<file path="src/design/ptmq_pkg.sv">
// ----------------------------------------------------------------------------
// ptmq_pkg: shared types and constants for the per-task mailbox queues
// Holds the beat structs, opcodes, status codes, states and control bundles.
// ----------------------------------------------------------------------------
`default_nettype none
package ptmq_pkg;

  localparam int NUM_TASKS_DEF   = 16;
  localparam int QUEUE_DEPTH_DEF = 16;

  localparam logic [15:0] MAX_SIZE_RST = 16'd4096;
  localparam logic [7:0]  PTR_KIND_RST = 8'd1;

  localparam logic [2:0] OP_SEND  = 3'd0;
  localparam logic [2:0] OP_PSEND = 3'd1;
  localparam logic [2:0] OP_RECV  = 3'd2;
  localparam logic [2:0] OP_COUNT = 3'd3;
  localparam logic [2:0] OP_CLEAR = 3'd4;

  localparam logic [1:0] ST_OK    = 2'd0;
  localparam logic [1:0] ST_REJ   = 2'd1;
  localparam logic [1:0] ST_EMPTY = 2'd2;

  localparam logic [0:0] REG_MAX_SIZE = 1'b0;
  localparam logic [0:0] REG_PTR_KIND = 1'b1;

  typedef struct packed {
    logic [2:0]  opcode;
    logic [7:0]  sender_task;
    logic [7:0]  target_task;
    logic [7:0]  message_kind;
    logic [31:0] payload_word;
    logic [15:0] payload_size;
    logic [31:0] now_ticks;
  } in_beat_t;

  typedef struct packed {
    logic [1:0]  status;
    logic [7:0]  got_sender;
    logic [7:0]  got_receiver;
    logic [7:0]  got_kind;
    logic [31:0] got_payload;
    logic [15:0] got_size;
    logic [31:0] got_timestamp;
    logic [4:0]  queued_count;
  } out_beat_t;

  typedef enum logic [2:0] {
    S_IDLE,
    S_EXEC,
    S_READ,
    S_BCAST,
    S_DONE
  } state_t;

  typedef struct packed {
    logic load;
    logic exec;
    logic rd_issue;
    logic rd_finish;
    logic bc_init;
    logic bc_step;
    logic bc_finish;
    logic done;
  } ctrl_t;

  typedef struct packed {
    logic is_bcast;
    logic is_recv_hit;
    logic bc_last;
  } stat_t;

endpackage
`default_nettype wire

</file>
<file path="src/design/ptmq_ctrl.sv">
// ----------------------------------------------------------------------------
// ptmq_ctrl: sequencer for the mailbox queues
// Steps one command through execute, memory read and broadcast walk states.
// ----------------------------------------------------------------------------
`default_nettype none
module ptmq_ctrl import ptmq_pkg::*; (
  input  wire logic  clk,
  input  wire logic  rst_n,
  input  wire logic  start,
  input  wire stat_t stat,
  output logic       busy,
  output ctrl_t      ctrl
);
  state_t state_r, state_nxt;

  always_ff @(posedge clk) begin
    if (!rst_n) begin
      state_r <= S_IDLE;
    end else begin
      state_r <= state_nxt;
    end
  end

  always_comb begin
    state_nxt = state_r;
    ctrl = '0;
    busy = (state_r != S_IDLE);
    unique case (state_r)
      S_IDLE: begin
        if (start) begin
          ctrl.load = 1'b1;
          state_nxt = S_EXEC;
        end
      end
      S_EXEC: begin
        if (stat.is_bcast) begin
          ctrl.bc_init = 1'b1;
          state_nxt = S_BCAST;
        end else if (stat.is_recv_hit) begin
          ctrl.rd_issue = 1'b1;
          state_nxt = S_READ;
        end else begin
          ctrl.exec = 1'b1;
          state_nxt = S_DONE;
        end
      end
      S_READ: begin
        ctrl.rd_finish = 1'b1;
        state_nxt = S_DONE;
      end
      S_BCAST: begin
        ctrl.bc_step = 1'b1;
        if (stat.bc_last) begin
          ctrl.bc_finish = 1'b1;
          state_nxt = S_DONE;
        end
      end
      S_DONE: begin
        ctrl.done = 1'b1;
        state_nxt = S_IDLE;
      end
      default: state_nxt = S_IDLE;
    endcase
  end
endmodule
`default_nettype wire

</file>
<file path="config.mk">
export PLATFORM = sky130hd
export DESIGN_NAME = ptmq_ctrl
export DESIGN_NICKNAME = d
export VERILOG_FILES = /design/src/design/ptmq_pkg.sv /design/src/design/ptmq_ctrl.sv
export SDC_FILE = /design/constraint.sdc
export NUM_CORES = 1
export LEC_CHECK = 0
export BUFFER_PORTS_ARGS = -buffer_cell sky130_fd_sc_hd__buf_2
export CAP_MARGIN = 20
export CORE_AREA = 2 2 39 41
export CTS_CLUSTER_DIAMETER = 80
export DETAILED_ROUTE_END_ITERATION = 10
export DIE_AREA = 0 0 41 43
export PLACE_DENSITY = 0.47
export SETUP_SLACK_MARGIN = 0.05
export SLEW_MARGIN = 10
export SYNTH_ARGS = -nofsm -noshare
export SYNTH_HDL_FRONTEND = slang
export SYNTH_SLANG_ARGS = --single-unit
</file>
<file path="constraint.sdc">
create_clock -name clk -period 0.9 [get_ports clk]
set_input_delay 0.045 -clock clk [delete_from_list [all_inputs] [get_ports clk]]
set_output_delay 0.045 -clock clk [all_outputs]
set_load 0.02 [all_outputs]
</file>
Word-level counts from Yosys, hierarchy flattened
Cells that the tools add are included.

word-level totals
  flip-flop bits (word level) = 3
  input bits = 6
  word-level logic and storage cells = 27
  output and inout port bits = 9

operators by class
  equal/unequal tests = 6
  mux-type cells = 17
  reductions and logical operators = 3

operators with widths
  cell                count
  $mux 3              4
  $pmux 3 s4          1
  $mux 1              9
  $eq 3x2->1 const B  2
  $mux 2              3
  $ne 2x2->1 const B  2
  $eq 3x1->1 const B  1
  $eq 3x3->1 const B  1
  $logic_not 3->1     1
  $reduce_bool 3->1   1
  $reduce_and 2->1    1

Longest topological paths before layout
Gate-level depths: netlist of run 1.

  word-level depth = 3
  depth in mapped cells = 4
  mapped depth without buffers = 3

Least setup slack after synthesis of run 1
No wires, ideal clock.

  path kind = reg-to-output
  from = register state_r[1]
  to = output port ctrl[1] (netlist name)
  buffers on the path = 1
  required time = 0.855 ns
  data arrival time = 1.399 ns
  slack = -0.544 ns
  stages on the path, launching flop included = 4
  cell sequence = dfxtp_1 -> buf_2 -> nor3b_1 -> and2_1

RTL lines
  item                    RTL line         source
  from (decl)             ptmq_ctrl.sv:14  state_t state_r, state_nxt;
  from (signal assigned)  ptmq_ctrl.sv:20  state_r <= state_nxt;
  to (decl)               ptmq_ctrl.sv:12  output ctrl_t ctrl

==> metrics.csv, run 1 <==
stage,metric,value,unit
drt,wl_per_cell,10.52,um
timing,period_share,134.7,%
drt,vias,298,
critical_path,critPathMaxFanout,3,
power_and_ir_drop,power.density,1364,nW/um^2
grt,antenna_found_initial,0,
timing,tightest_slew,0.2313,ns
synthesis,synth.distinct_cells,20,
grt,grt_overflow_total,0,
clock_network,cts_buffer_depth,2,
power_and_ir_drop,finalPower,735.5,uW
hold_path,hold_path.class,in2reg,
hold_path,min_from,start,
drt,totalWireLength,726,um
finish,fill_cells,143,
run,max_cap_viol_count,0,
finish,layout_commonest_cell,buf_4,
synthesis,synth_seq_cells,3,
floorplanning,core_area,1384,um^2
finish,antennaDiodeCount,0,
synthesis,yosysTopAreaCell,dfxtp_1,
synthesis,netlist_instances,26,
floorplanning,die_width,41,um
drt,firstDrtPassIters,1,
synthesis,yosysTopAreaCellShare,28.74,%
timing,drv_slew,0,
floorplanning,die_area,1763,um^2
clock_network,tritoncts,yes,
finish,regMostFlops,state_r,
synthesis,avgSynthCellArea,8.037,um^2
clock_network,cts-root-buf,clkbuf_4,
synthesis,netlist_area,209.0,um^2
timing,min_period,1.212,ns
critical_path,r2r_end,state_r[0]$_SDFFE_PN0P_,
clock_network,clock_sinks,3,
drt,antenna_left,0,
run_status,outcome,"complete, but fails checks",
grt,grt_max_degree,8,
power_and_ir_drop,vdd.ir_drop.worst,0.5381,mV
timing,fmax,824.9,MHz
finish,finish.net_count,60,
finish,largest_reg_flops,3,
clock_network,clk_pin_slew,0.04,ns
synthesis,ys_seq_area_share,28.74,%
timing,worst_slack,-0.3123,ns
critical_path,crit_required,0.85,ns
timing,setup_viol,12,
clock_network,htreeDepth,1,
power_and_ir_drop,p_leak,0.0002502,uW
timing,slew_headroom,84.48,%
critical_path,worstReg2RegStart,state_r[2]$_SDFFE_PN0P_,
critical_path,critPathLaunchType,register,
synthesis,synth_area_leaders,"dfxtp_1 29%, nor3b_1 11%, or3_4 5.4%",
critical_path,arrival,1.17,ns
hold_path,hold_end,state_r[0]$_SDFFE_PN0P_,
hold_path,min_path_cells,2,
critical_path,reg2reg_slack,-0.15,ns
drt,drc,0,
clock_network,cts_buffers,3,
grt,grt_pass1_vias,276,
clock_network,worstSkewPairLatency,0.23,ns
placed_design,gp_congestion,0.6559,
grt,grt_pass1_wl,1.069,mm
synthesis,postSynthNetCount,32,
critical_path,critPathCaptureType,output pin,
drt,drt_iter0_drc,0,
finish,final_core_util,38.97,%
floorplanning,fp.dieH,43,um
floorplanning,io_pins,15,
placed_design,portBuffers,14,
placed_design,hpwl,527.7,um
floorplanning,start_util,15.10,%
run_status,violations,setup timing,
timing,rsz0062_at_grt,yes,
finish,final_cell_mix,"12 x buf_4, 7 x buf_2, 5 x buf_6",
clock_network,postCtsHoldBufs,0,
timing,setup_tns,-2.579,ns
finish,drive_gt1_share,86.79,%
timing,clock_skew,0.001240,ns
grt,grt_usage,9.438,%
finish,largestRegisters,state_r (3),
finish,area_growth,158.1,%
critical_path,reg2reg_depth,2,
critical_path,crit_type,reg2out,
synthesis,yosysWarnings,0,
timing,hold_violations,0,
drt,via_per_inst,4.319,
floorplanning,rows,14,
## critical path: stages, from the launching register on
cell     delay, ns
dfxtp_2       0.32
or3_4         0.41
nor2_4        0.09
buf_6         0.12
## layout make-up
cell class | instances | area [um^2] | share of cell area [%]
multi-input combinational | 20 | 237.7 | 44.08
tap | 16 | 20.02 | 3.712
timing repair buffer | 24 | 181.4 | 33.64
sequential | 3 | 66.31 | 12.30
inverter | 2 | 7.507 | 1.392
clock buffer | 4 | 26.28 | 4.872
## power by group
group | switching [uW] | leakage, uW | internal [uW]
clock | 73.2 | 0.0000150 | 166
combinational | 158 | 0.000209 | 170
sequential | 17.2 | 0.0000261 | 151
## layer usage
layer / share of wire [%] / vias to the layer above / track usage, %
met5: 0 / - / 0
met4: 2.6 / 0 / 10.00
met3: 10 / 2 / 1.571
met2: 43 / 17 / 12.19
met1: 44 / 130 / 11.90
li1: - / 149 / -
## logic make-up after synthesis
| kind of cell | after synthesis | share of synthesized area [%] |
|---|---|---|
| AOI/OAI and AO/OA | 5 | 16.76 |
| DFF | 3 | 28.74 |
| buffers and inverters | 3 | 5.987 |
| and+or+nand+nor | 15 | 48.51 |
## how the worst max path moves through the flow
stage / startpoint / end / slack [ns] / cells past startpoint
2_1_floorplan: state_r[2]$_SDFFE_PN0P_ / state_r[0]$_SDFFE_PN0P_ / -0.21 / 2
3_3_place_gp: state_r[2]$_SDFFE_PN0P_ / state_r[0]$_SDFFE_PN0P_ / -0.11 / 2
3_5_place_dp: state_r[2]$_SDFFE_PN0P_ / state_r[0]$_SDFFE_PN0P_ / -0.13 / 2
4_1_cts: state_r[2]$_SDFFE_PN0P_ / ctrl[7] / -0.32 / 3
5_1_grt: state_r[2]$_SDFFE_PN0P_ / ctrl[5] / -0.34 / 3
6_report: state_r[2]$_SDFFE_PN0P_ / ctrl[7] / -0.31 / 3
## synthesized netlist by cell type (all sizes together)
master,instances
a21boi,1
a21oi,1
and2,1
and3,1
buf,1
dfxtp,3
inv,2
nand2,1
nand2b,1
nor2,1
nor2b,1
nor3,2
nor3b,3
nor4,1
nor4b,1
o211a,1
o21a,1
o21ai,1
or3,2
## per-stage QoR
step	std cells	area, um^2	worst slack (ns)	hold slack, ns
2_1_floorplan	26	269.0	-0.2102	0.1427
3_3_place_gp	60	385.4	-0.1126	0.3010
3_5_place_dp	60	385.4	-0.1260	0.3139
4_1_cts	68	481.7	-0.3207	0.06662
5_1_grt	69	539.3	-0.3379	0.08435
6_report	69	539.3	-0.3123	0.07279
## what timing repair did
| item | in CTS | in global routing |
|---|---|---|
| buffers inserted | 4 | 1 |
| gates resized for setup | 11 | 12 |
| pin swaps | 6 | 5 |
| setup endpoints to repair | 12 | 12 |
Note: power is estimated with default switching activity, not from simulation.
==> run 2, diff against run 1 <==
--- a/config.mk
+++ b/config.mk
@@ -5,13 +5,14 @@
 export SDC_FILE = /design/constraint.sdc
 export NUM_CORES = 1
 export LEC_CHECK = 0
+export ABC_AREA = 1
 export BUFFER_PORTS_ARGS = -buffer_cell sky130_fd_sc_hd__buf_2
 export CAP_MARGIN = 20
 export CORE_AREA = 2 2 39 41
 export CTS_CLUSTER_DIAMETER = 80
 export DETAILED_ROUTE_END_ITERATION = 10
 export DIE_AREA = 0 0 41 43
-export PLACE_DENSITY = 0.47
+export PLACE_DENSITY = 0.51
 export SETUP_SLACK_MARGIN = 0.05
 export SLEW_MARGIN = 10
 export SYNTH_ARGS = -nofsm -noshare
==> metrics.csv, run 2 <==
stage,metric,value,unit,change
critical_path,crit_type,reg2out,,
grt,grt_pass1_wl,1.110,mm,+3.8%
critical_path,critPathLaunchType,register,,
synthesis,postSynthNetCount,49,,+53%
placed_design,gp_congestion,0.6552,,-0.11%
synthesis,ys_seq_area_share,23.30,%,-5.4 points
power_and_ir_drop,seq_power_share,20.6,%,-2.2 points
critical_path,slowest_stage,dfxtp_4,,
drt,totalWireLength,651,um,-10%
synthesis,yosysWarnings,0,,unchanged
floorplanning,rows,14,,unchanged
clock_network,cts_buffers,3,,unchanged
timing,period_share,122.5,%,-12 points
finish,regMostFlops,state_r,,
power_and_ir_drop,vdd.ir_drop.worst,1.004,mV,+87%
grt,grt_pass1_vias,299,,+8.3%
clock_network,tritoncts,yes,,
power_and_ir_drop,power.density,1963,nW/um^2,+44%
grt,use_met3,6.283,%,+4.7 points
clock_network,cts_buffer_depth,2,,unchanged
drt,antenna_left,0,,unchanged
drt,wl_per_cell,7.843,um,-25%
clock_network,clk_pin_slew,0.04,ns,about the same
synthesis,async_reset_ff_share,0,%,unchanged
timing,rsz0062_at_grt,yes,,
grt,grt_overflow_total,0,,unchanged
power_and_ir_drop,p_leak,0.0002877,uW,+15%
synthesis,synth.most_common_cell,inv_1,,
placed_design,hpwl,502,um,-4.9%
finish,area_growth,119.9,%,
timing,drv_slew,0,,unchanged
grt,antenna_found_initial,0,,unchanged
finish,largest_reg_flops,3,,unchanged
timing,slew_headroom,88.41,%,+3.9 points
hold_path,min_from,rst_n,,
clock_network,worstSkewPairLatency,0.23,ns,about the same
grt,met1_usage,10.86,%,-1.0 points
run,max_cap_viol_count,0,,unchanged
drt,vias,315,,+5.7%
drt,drt_iter0_drc,0,,unchanged
hold_path,hold_path.class,in2reg,,
grt,grt_usage,9.118,%,-0.32 points
synthesis,synth_edf_count,0,,unchanged
critical_path,crit_top_cell,nor2_4,,
critical_path,worstReg2RegStart,state_r[0]$_SDFFE_PN0P_,,
drt,via_per_inst,3.795,,-12%
hold_path,min_path_cells,3,,+1
clock_network,clock_sinks,3,,unchanged
finish,seqCellArea,71.32,um^2,+7.5%
critical_path,crit_required,0.85,ns,about the same
critical_path,reg2reg_slack,-0.12,ns,+0.03 ns
critical_path,slowest_delay,0.36,ns,-0.05 ns
critical_path,r2r_end,state_r[1]$_SDFFE_PN0P_,,
synthesis,yosysTopAreaCellShare,23.30,%,-5.4 points
critical_path,arrival,1.06,ns,-0.11 ns
finish,finish.net_count,74,,+23%
critical_path,critPathCaptureType,output pin,,
power_and_ir_drop,switching_share,42.70,%,+8.9 points
run_status,violations,setup timing,,
floorplanning,io_pins,15,,unchanged
power_and_ir_drop,p_int,637.6,uW,+31%
synthesis,synth_area_leaders,"dfxtp_1 23%, inv_1 13%, nand2_1 10%",,
clock_network,cts-root-buf,clkbuf_4,,
synthesis,netlist_area,257.7,um^2,+23%
timing,min_period,1.103,ns,-0.1096 ns
floorplanning,die_width,41,um,unchanged
timing,hold_slack,0.04239,ns,-0.03039 ns
placed_design,portBuffers,14,,unchanged
finish,final_cell_mix,"8 x buf_6, 7 x inv_1, 7 x buf_4",,
critical_path,critPathMaxFanout,4,,+1
placed_design,dp_slack,-0.03581,ns,+0.09021 ns
clock_network,htreeDepth,1,,unchanged
drt,drc,0,,unchanged
finish,largestRegisters,state_r (3),,
timing,setup_tns,-1.720,ns,+0.8589 ns
timing,clock_skew,0.001283,ns,+0.00004285 ns
clock_network,postCtsHoldBufs,0,,unchanged
power_and_ir_drop,p_switching,475.2,uW,+91%
finish,layout_commonest_cell,buf_6,,
synthesis,netlist_instances,43,,+65%
synthesis,synth.distinct_cells,11,,-45%
power_and_ir_drop,finalPower,1113,uW,+51%
floorplanning,start_util,18.63,%,+3.5 points
synthesis,synth_seq_cells,3,,unchanged
grt,grt_util_met2,14.06,%,+1.9 points
timing,tightest_slew,0.1732,ns,-0.05804 ns
power_and_ir_drop,p_comb_share,58.2,%,+14 points
finish,antennaDiodeCount,0,,unchanged
critical_path,path_cells,inv_2 > nor2_4 > nand2_4 > nor2_4 > buf_6,,
floorplanning,die_area,1763,um^2,unchanged
timing,fmax,906.8,MHz,+9.9%
timing,setup_viol,12,,unchanged
run_status,outcome,"complete, but fails checks",,
grt,top_usage_layer,met2,,
critical_path,reg2reg_depth,7,,+5
finish,final_core_util,40.96,%,+2.0 points
finish,fill_cells,137,,-4.2%
hold_path,hold_end,state_r[2]$_SDFFE_PN0P_,,
floorplanning,core_area,1384,um^2,unchanged
synthesis,synth_ff_type,dfxtp_1,,
synthesis,synth_commonest_cells,"9 x inv_1, 7 x nand2_1, 6 x nor2_1",,
timing,hold_violations,0,,unchanged
finish,drive_gt1_share,79.10,%,-7.7 points
finish,multi_input_comb_area,237.7,um^2,unchanged
timing,worst_slack,-0.2027,ns,+0.1096 ns
grt,grt_max_degree,6,,-2
synthesis,avgSynthCellArea,5.994,um^2,-25%
floorplanning,fp.dieH,43,um,unchanged
drt,firstDrtPassIters,1,,unchanged
synthesis,yosysTopAreaCell,dfxtp_1,,
power_and_ir_drop,clkPwrFrac,21.1,%,-12 points
-- run 2: how the worst max path moves through the flow --
stage,from,to,slack (ns)
floorplan,state_r[0]$_SDFFE_PN0P_,state_r[2]$_SDFFE_PN0P_,-0.06
global placement,state_r[0]$_SDFFE_PN0P_,ctrl[3],-0.03
detailed placement,state_r[1]$_SDFFE_PN0P_,state_r[0]$_SDFFE_PN0P_,-0.04
CTS,state_r[0]$_SDFFE_PN0P_,ctrl[3],-0.22
global route,state_r[0]$_SDFFE_PN0P_,ctrl[3],-0.26
finish,state_r[0]$_SDFFE_PN0P_,ctrl[3],-0.20
-- run 2: power groups by stage --
stage          sequential [uW]  clock (uW)  combinational [uW]
6_report                   229         235                 648
5_1_grt                    234         256                 711
4_1_cts                    219         246                 603
3_5_place_dp               221           0                 458
3_3_place_gp               224           0                 457
2_1_floorplan              218           0                 337
-- run 2: cell type report --
class / instances / share of cell area, %
Multi-Input combinational cell: 29 / 41.94
Timing Repair Buffer: 20 / 29.58
Sequential cell: 3 / 12.58
Inverter: 11 / 7.726
Clock buffer: 4 / 4.636
Tap cell: 16 / 3.532
-- run 2: worst max-delay path, delay by kind of cell, from the launching register on --
kind,cells,cell delay (ns)
buf+inv,2,0.16
flops,1,0.36
simple gates,3,0.30
-- run 2: repair_timing --
item / 4_1_cts / 5_1_grt
endpoints found under the setup margin: 12 / 12
gates resized for setup: 24 / 7
pin swaps: 4 / 3
setup buffers: 4 / 0
gates cloned: 0 / 0
-- run 2: kinds of logic after synthesis --
kind of cell | count (synthesis) | share of synthesized area, %
flops | 3 | 23.30
buf+inv | 11 | 16.02
simple gates | 29 | 60.68
-- run 2: stage by stage --
step,cell area [um^2],cells
6_report,566.8,83
2_1_floorplan,301.5,43
4_1_cts,536.8,83
5_1_grt,566.8,83
3_5_place_dp,406.6,75
3_3_place_gp,406.6,75
-- run 2: metal layers --
| metal | share of wire (%) | routed length [um] |
|---|---|---|
| met5 | 0 | 0 |
| met4 | 0 | 0 |
| met3 | 6.5 | 42 |
| met2 | 46 | 302 |
| met1 | 47 | 306 |
==> run 3, diff against run 2 <==
--- a/config.mk
+++ b/config.mk
@@ -12,9 +12,10 @@
 export CTS_CLUSTER_DIAMETER = 80
 export DETAILED_ROUTE_END_ITERATION = 10
 export DIE_AREA = 0 0 41 43
-export PLACE_DENSITY = 0.51
+export PLACE_DENSITY = 0.47
+export RECOVER_POWER = 25
 export SETUP_SLACK_MARGIN = 0.05
-export SLEW_MARGIN = 10
+export SLEW_MARGIN = 30
 export SYNTH_ARGS = -nofsm -noshare
 export SYNTH_HDL_FRONTEND = slang
 export SYNTH_SLANG_ARGS = --single-unit
==> metrics.csv, run 3 (synthesized netlist as in run 2, its figures left out) <==
stage,metric,value,unit,change
run_status,outcome,"complete, but fails checks",,
run_status,violations,setup timing,,
critical_path,critPathLaunchType,register,,
clock_network,postCtsHoldBufs,0,,unchanged
finish,largest_reg_flops,3,,unchanged
critical_path,slowest_delay,0.37,ns,about the same
placed_design,gp_congestion,0.6746,,+3.0%
critical_path,critPathMaxFanout,5,,+1
floorplanning,die_width,41,um,unchanged
finish,finish.net_count,77,,+4.1%
clock_network,tritoncts,yes,,
finish,largestRegisters,state_r (3),,
power_and_ir_drop,clkPwrFrac,21.1,%,about the same
clock_network,cts_buffers,3,,unchanged
clock_network,clock_sinks,3,,unchanged
finish,final_cell_mix,"10 x buf_4, 7 x inv_1, 7 x nand2_2, 7 x buf_6, 6 x buf_2",,
power_and_ir_drop,switching_share,42.64,%,-0.062 points
floorplanning,rows,14,,unchanged
finish,regMostFlops,state_r,,
floorplanning,core_area,1384,um^2,unchanged
run,max_cap_viol_count,0,,unchanged
critical_path,slowest_stage,dfxtp_4,,
clock_network,cts_buffer_depth,2,,unchanged
timing,drv_slew,0,,unchanged
grt,grt_usage,10.43,%,+1.3 points
placed_design,hpwl,528.1,um,+5.2%
power_and_ir_drop,p_leak,0.0003022,uW,+5.1%
power_and_ir_drop,vdd.ir_drop.worst,1.012,mV,+0.83%
timing,setup_viol,12,,unchanged
drt,drc,0,,unchanged
drt,vias,330,,+4.8%
finish,seqCellArea,71.32,um^2,unchanged
power_and_ir_drop,power.density,1912,nW/um^2,-2.6%
finish,layout_commonest_cell,buf_4,,
finish,fill_cells,145,,+5.8%
critical_path,crit_type,reg2out,,
floorplanning,die_area,1763,um^2,unchanged
drt,drt_iter0_drc,6,,+6
power_and_ir_drop,seq_power_share,19.6,%,-1.0 points
timing,hold_violations,0,,unchanged
finish,final_core_util,41.59,%,+0.63 points
timing,clock_skew,0.00008318,ns,-0.001199 ns
timing,period_share,121.3,%,-1.3 points
hold_path,hold_path.class,in2reg,,
drt,firstDrtPassIters,2,,+1
clock_network,clk_pin_slew,0.04,ns,about the same
critical_path,critPathBufInv,2,,unchanged
placed_design,portBuffers,14,,unchanged
grt,grt_overflow_total,0,,unchanged
finish,area_growth,123.3,%,
critical_path,crit_family,flip-flops,,
timing,fmax,916.3,MHz,+1.0%
timing,worst_slack,-0.1913,ns,+0.01145 ns
timing,min_period,1.091,ns,-0.01145 ns
clock_network,htreeDepth,1,,unchanged
grt,grt_max_degree,6,,unchanged
grt,antenna_found_initial,0,,unchanged
power_and_ir_drop,p_int,631.2,uW,-1.0%
floorplanning,io_pins,15,,unchanged
clock_network,cts-root-buf,clkbuf_4,,
critical_path,critPathCaptureType,output pin,,
drt,via_per_inst,3.837,,+1.1%
floorplanning,fp.dieH,43,um,unchanged
grt,grt_pass1_vias,340,,+14%
floorplanning,start_util,18.63,%,unchanged
clock_network,worstSkewPairLatency,0.23,ns,about the same
power_and_ir_drop,p_switching,469.2,uW,-1.3%
timing,rsz0062_at_grt,yes,,
drt,antenna_left,0,,unchanged
timing,slew_headroom,81.41,%,-7.0 points
drt,totalWireLength,707,um,+8.6%
finish,multi_input_comb_area,230.2,um^2,-3.2%
drt,wl_per_cell,8.221,um,+4.8%
placed_design,dp_slack,-0.03858,ns,-0.002770 ns
grt,grt_pass1_wl,1.235,mm,+11%
critical_path,crit_required,0.85,ns,about the same
power_and_ir_drop,p_comb_share,59.3,%,+1.1 points
critical_path,arrival,1.05,ns,about the same
critical_path,crit_top_cell,nor2_4,,
finish,antennaDiodeCount,0,,unchanged
timing,tightest_slew,0.2778,ns,+0.1046 ns
finish,drive_gt1_share,81.43,%,+2.3 points
critical_path,path_cells,inv_2 > nor2_4 > nand2_4 > nor2_4 > buf_6,,
==> run 3: worst register-to-register path, delay by kind of cell (launching register included) <==
kind                   cells  cell delay [ns]
buffers and inverters      2             0.16
flip-flops                 1             0.37
AND/OR/NAND/NOR            6             0.40
==> run 3: path summary, 6_finish.rpt <==
check                               start                 endpoint  slack (ns)  cells after the start
setup / recovery  state_r[0]$_SDFFE_PN0P_                  ctrl[5]       -0.19                      5
hold / removal                      rst_n  state_r[2]$_SDFFE_PN0P_        0.05                      3
setup reg to reg  state_r[0]$_SDFFE_PN0P_  state_r[2]$_SDFFE_PN0P_       -0.13                      8
hold reg to reg   state_r[1]$_SDFFE_PN0P_  state_r[1]$_SDFFE_PN0P_        0.66                      4
==> run 3: final cells by class <==
class                      instances  share of cell area (%)
clock buffer                       4                   4.565
sequential                         3                   12.39
tap                               16                   3.478
inverter                          11                   7.609
timing repair buffer              23                   31.96
multi-input combinational         29                   40.00
==> run 3: what timing repair did <==
item,CTS,global route
gates resized for setup,25,3
setup buffers,5,2
pin swaps,6,2
setup endpoints to repair,12,12
==> run 3: routing by layer <==
layer  global-route usage [%]  routed length, um  vias up
met3                    1.571                 23        0
met2                    15.00                372        6
met5                        0                  0        -
li1                         -                  -      178
met4                    10.00                  0        0
met1                    12.18                311      146
==> run 3: metrics by stage <==
step | std cells | cell area (um^2) | setup TNS [ns] | hold WS (ns) | power, uW
2_1_floorplan | 43 | 301.5 | -0.1008 | 0.1617 | 555.8
3_3_place_gp | 75 | 406.6 | -0.1523 | 0.2861 | 691.1
3_5_place_dp | 75 | 406.6 | -0.1455 | 0.2834 | 693.5
4_1_cts | 84 | 545.5 | -2.001 | 0.04113 | 1081
5_1_grt | 86 | 575.6 | -2.535 | 0.05175 | 1192
6_report | 86 | 575.6 | -1.769 | 0.04931 | 1100
==> run 3: power by group through the flow <==
| stage | clock network (uW) | logic (uW) | registers, uW |
|---|---|---|---|
| floorplan | 0 | 337 | 218 |
| global placement | 0 | 468 | 223 |
| detailed placement | 0 | 471 | 223 |
| CTS | 249 | 613 | 218 |
| global route | 255 | 716 | 221 |
| finish | 232 | 653 | 216 |
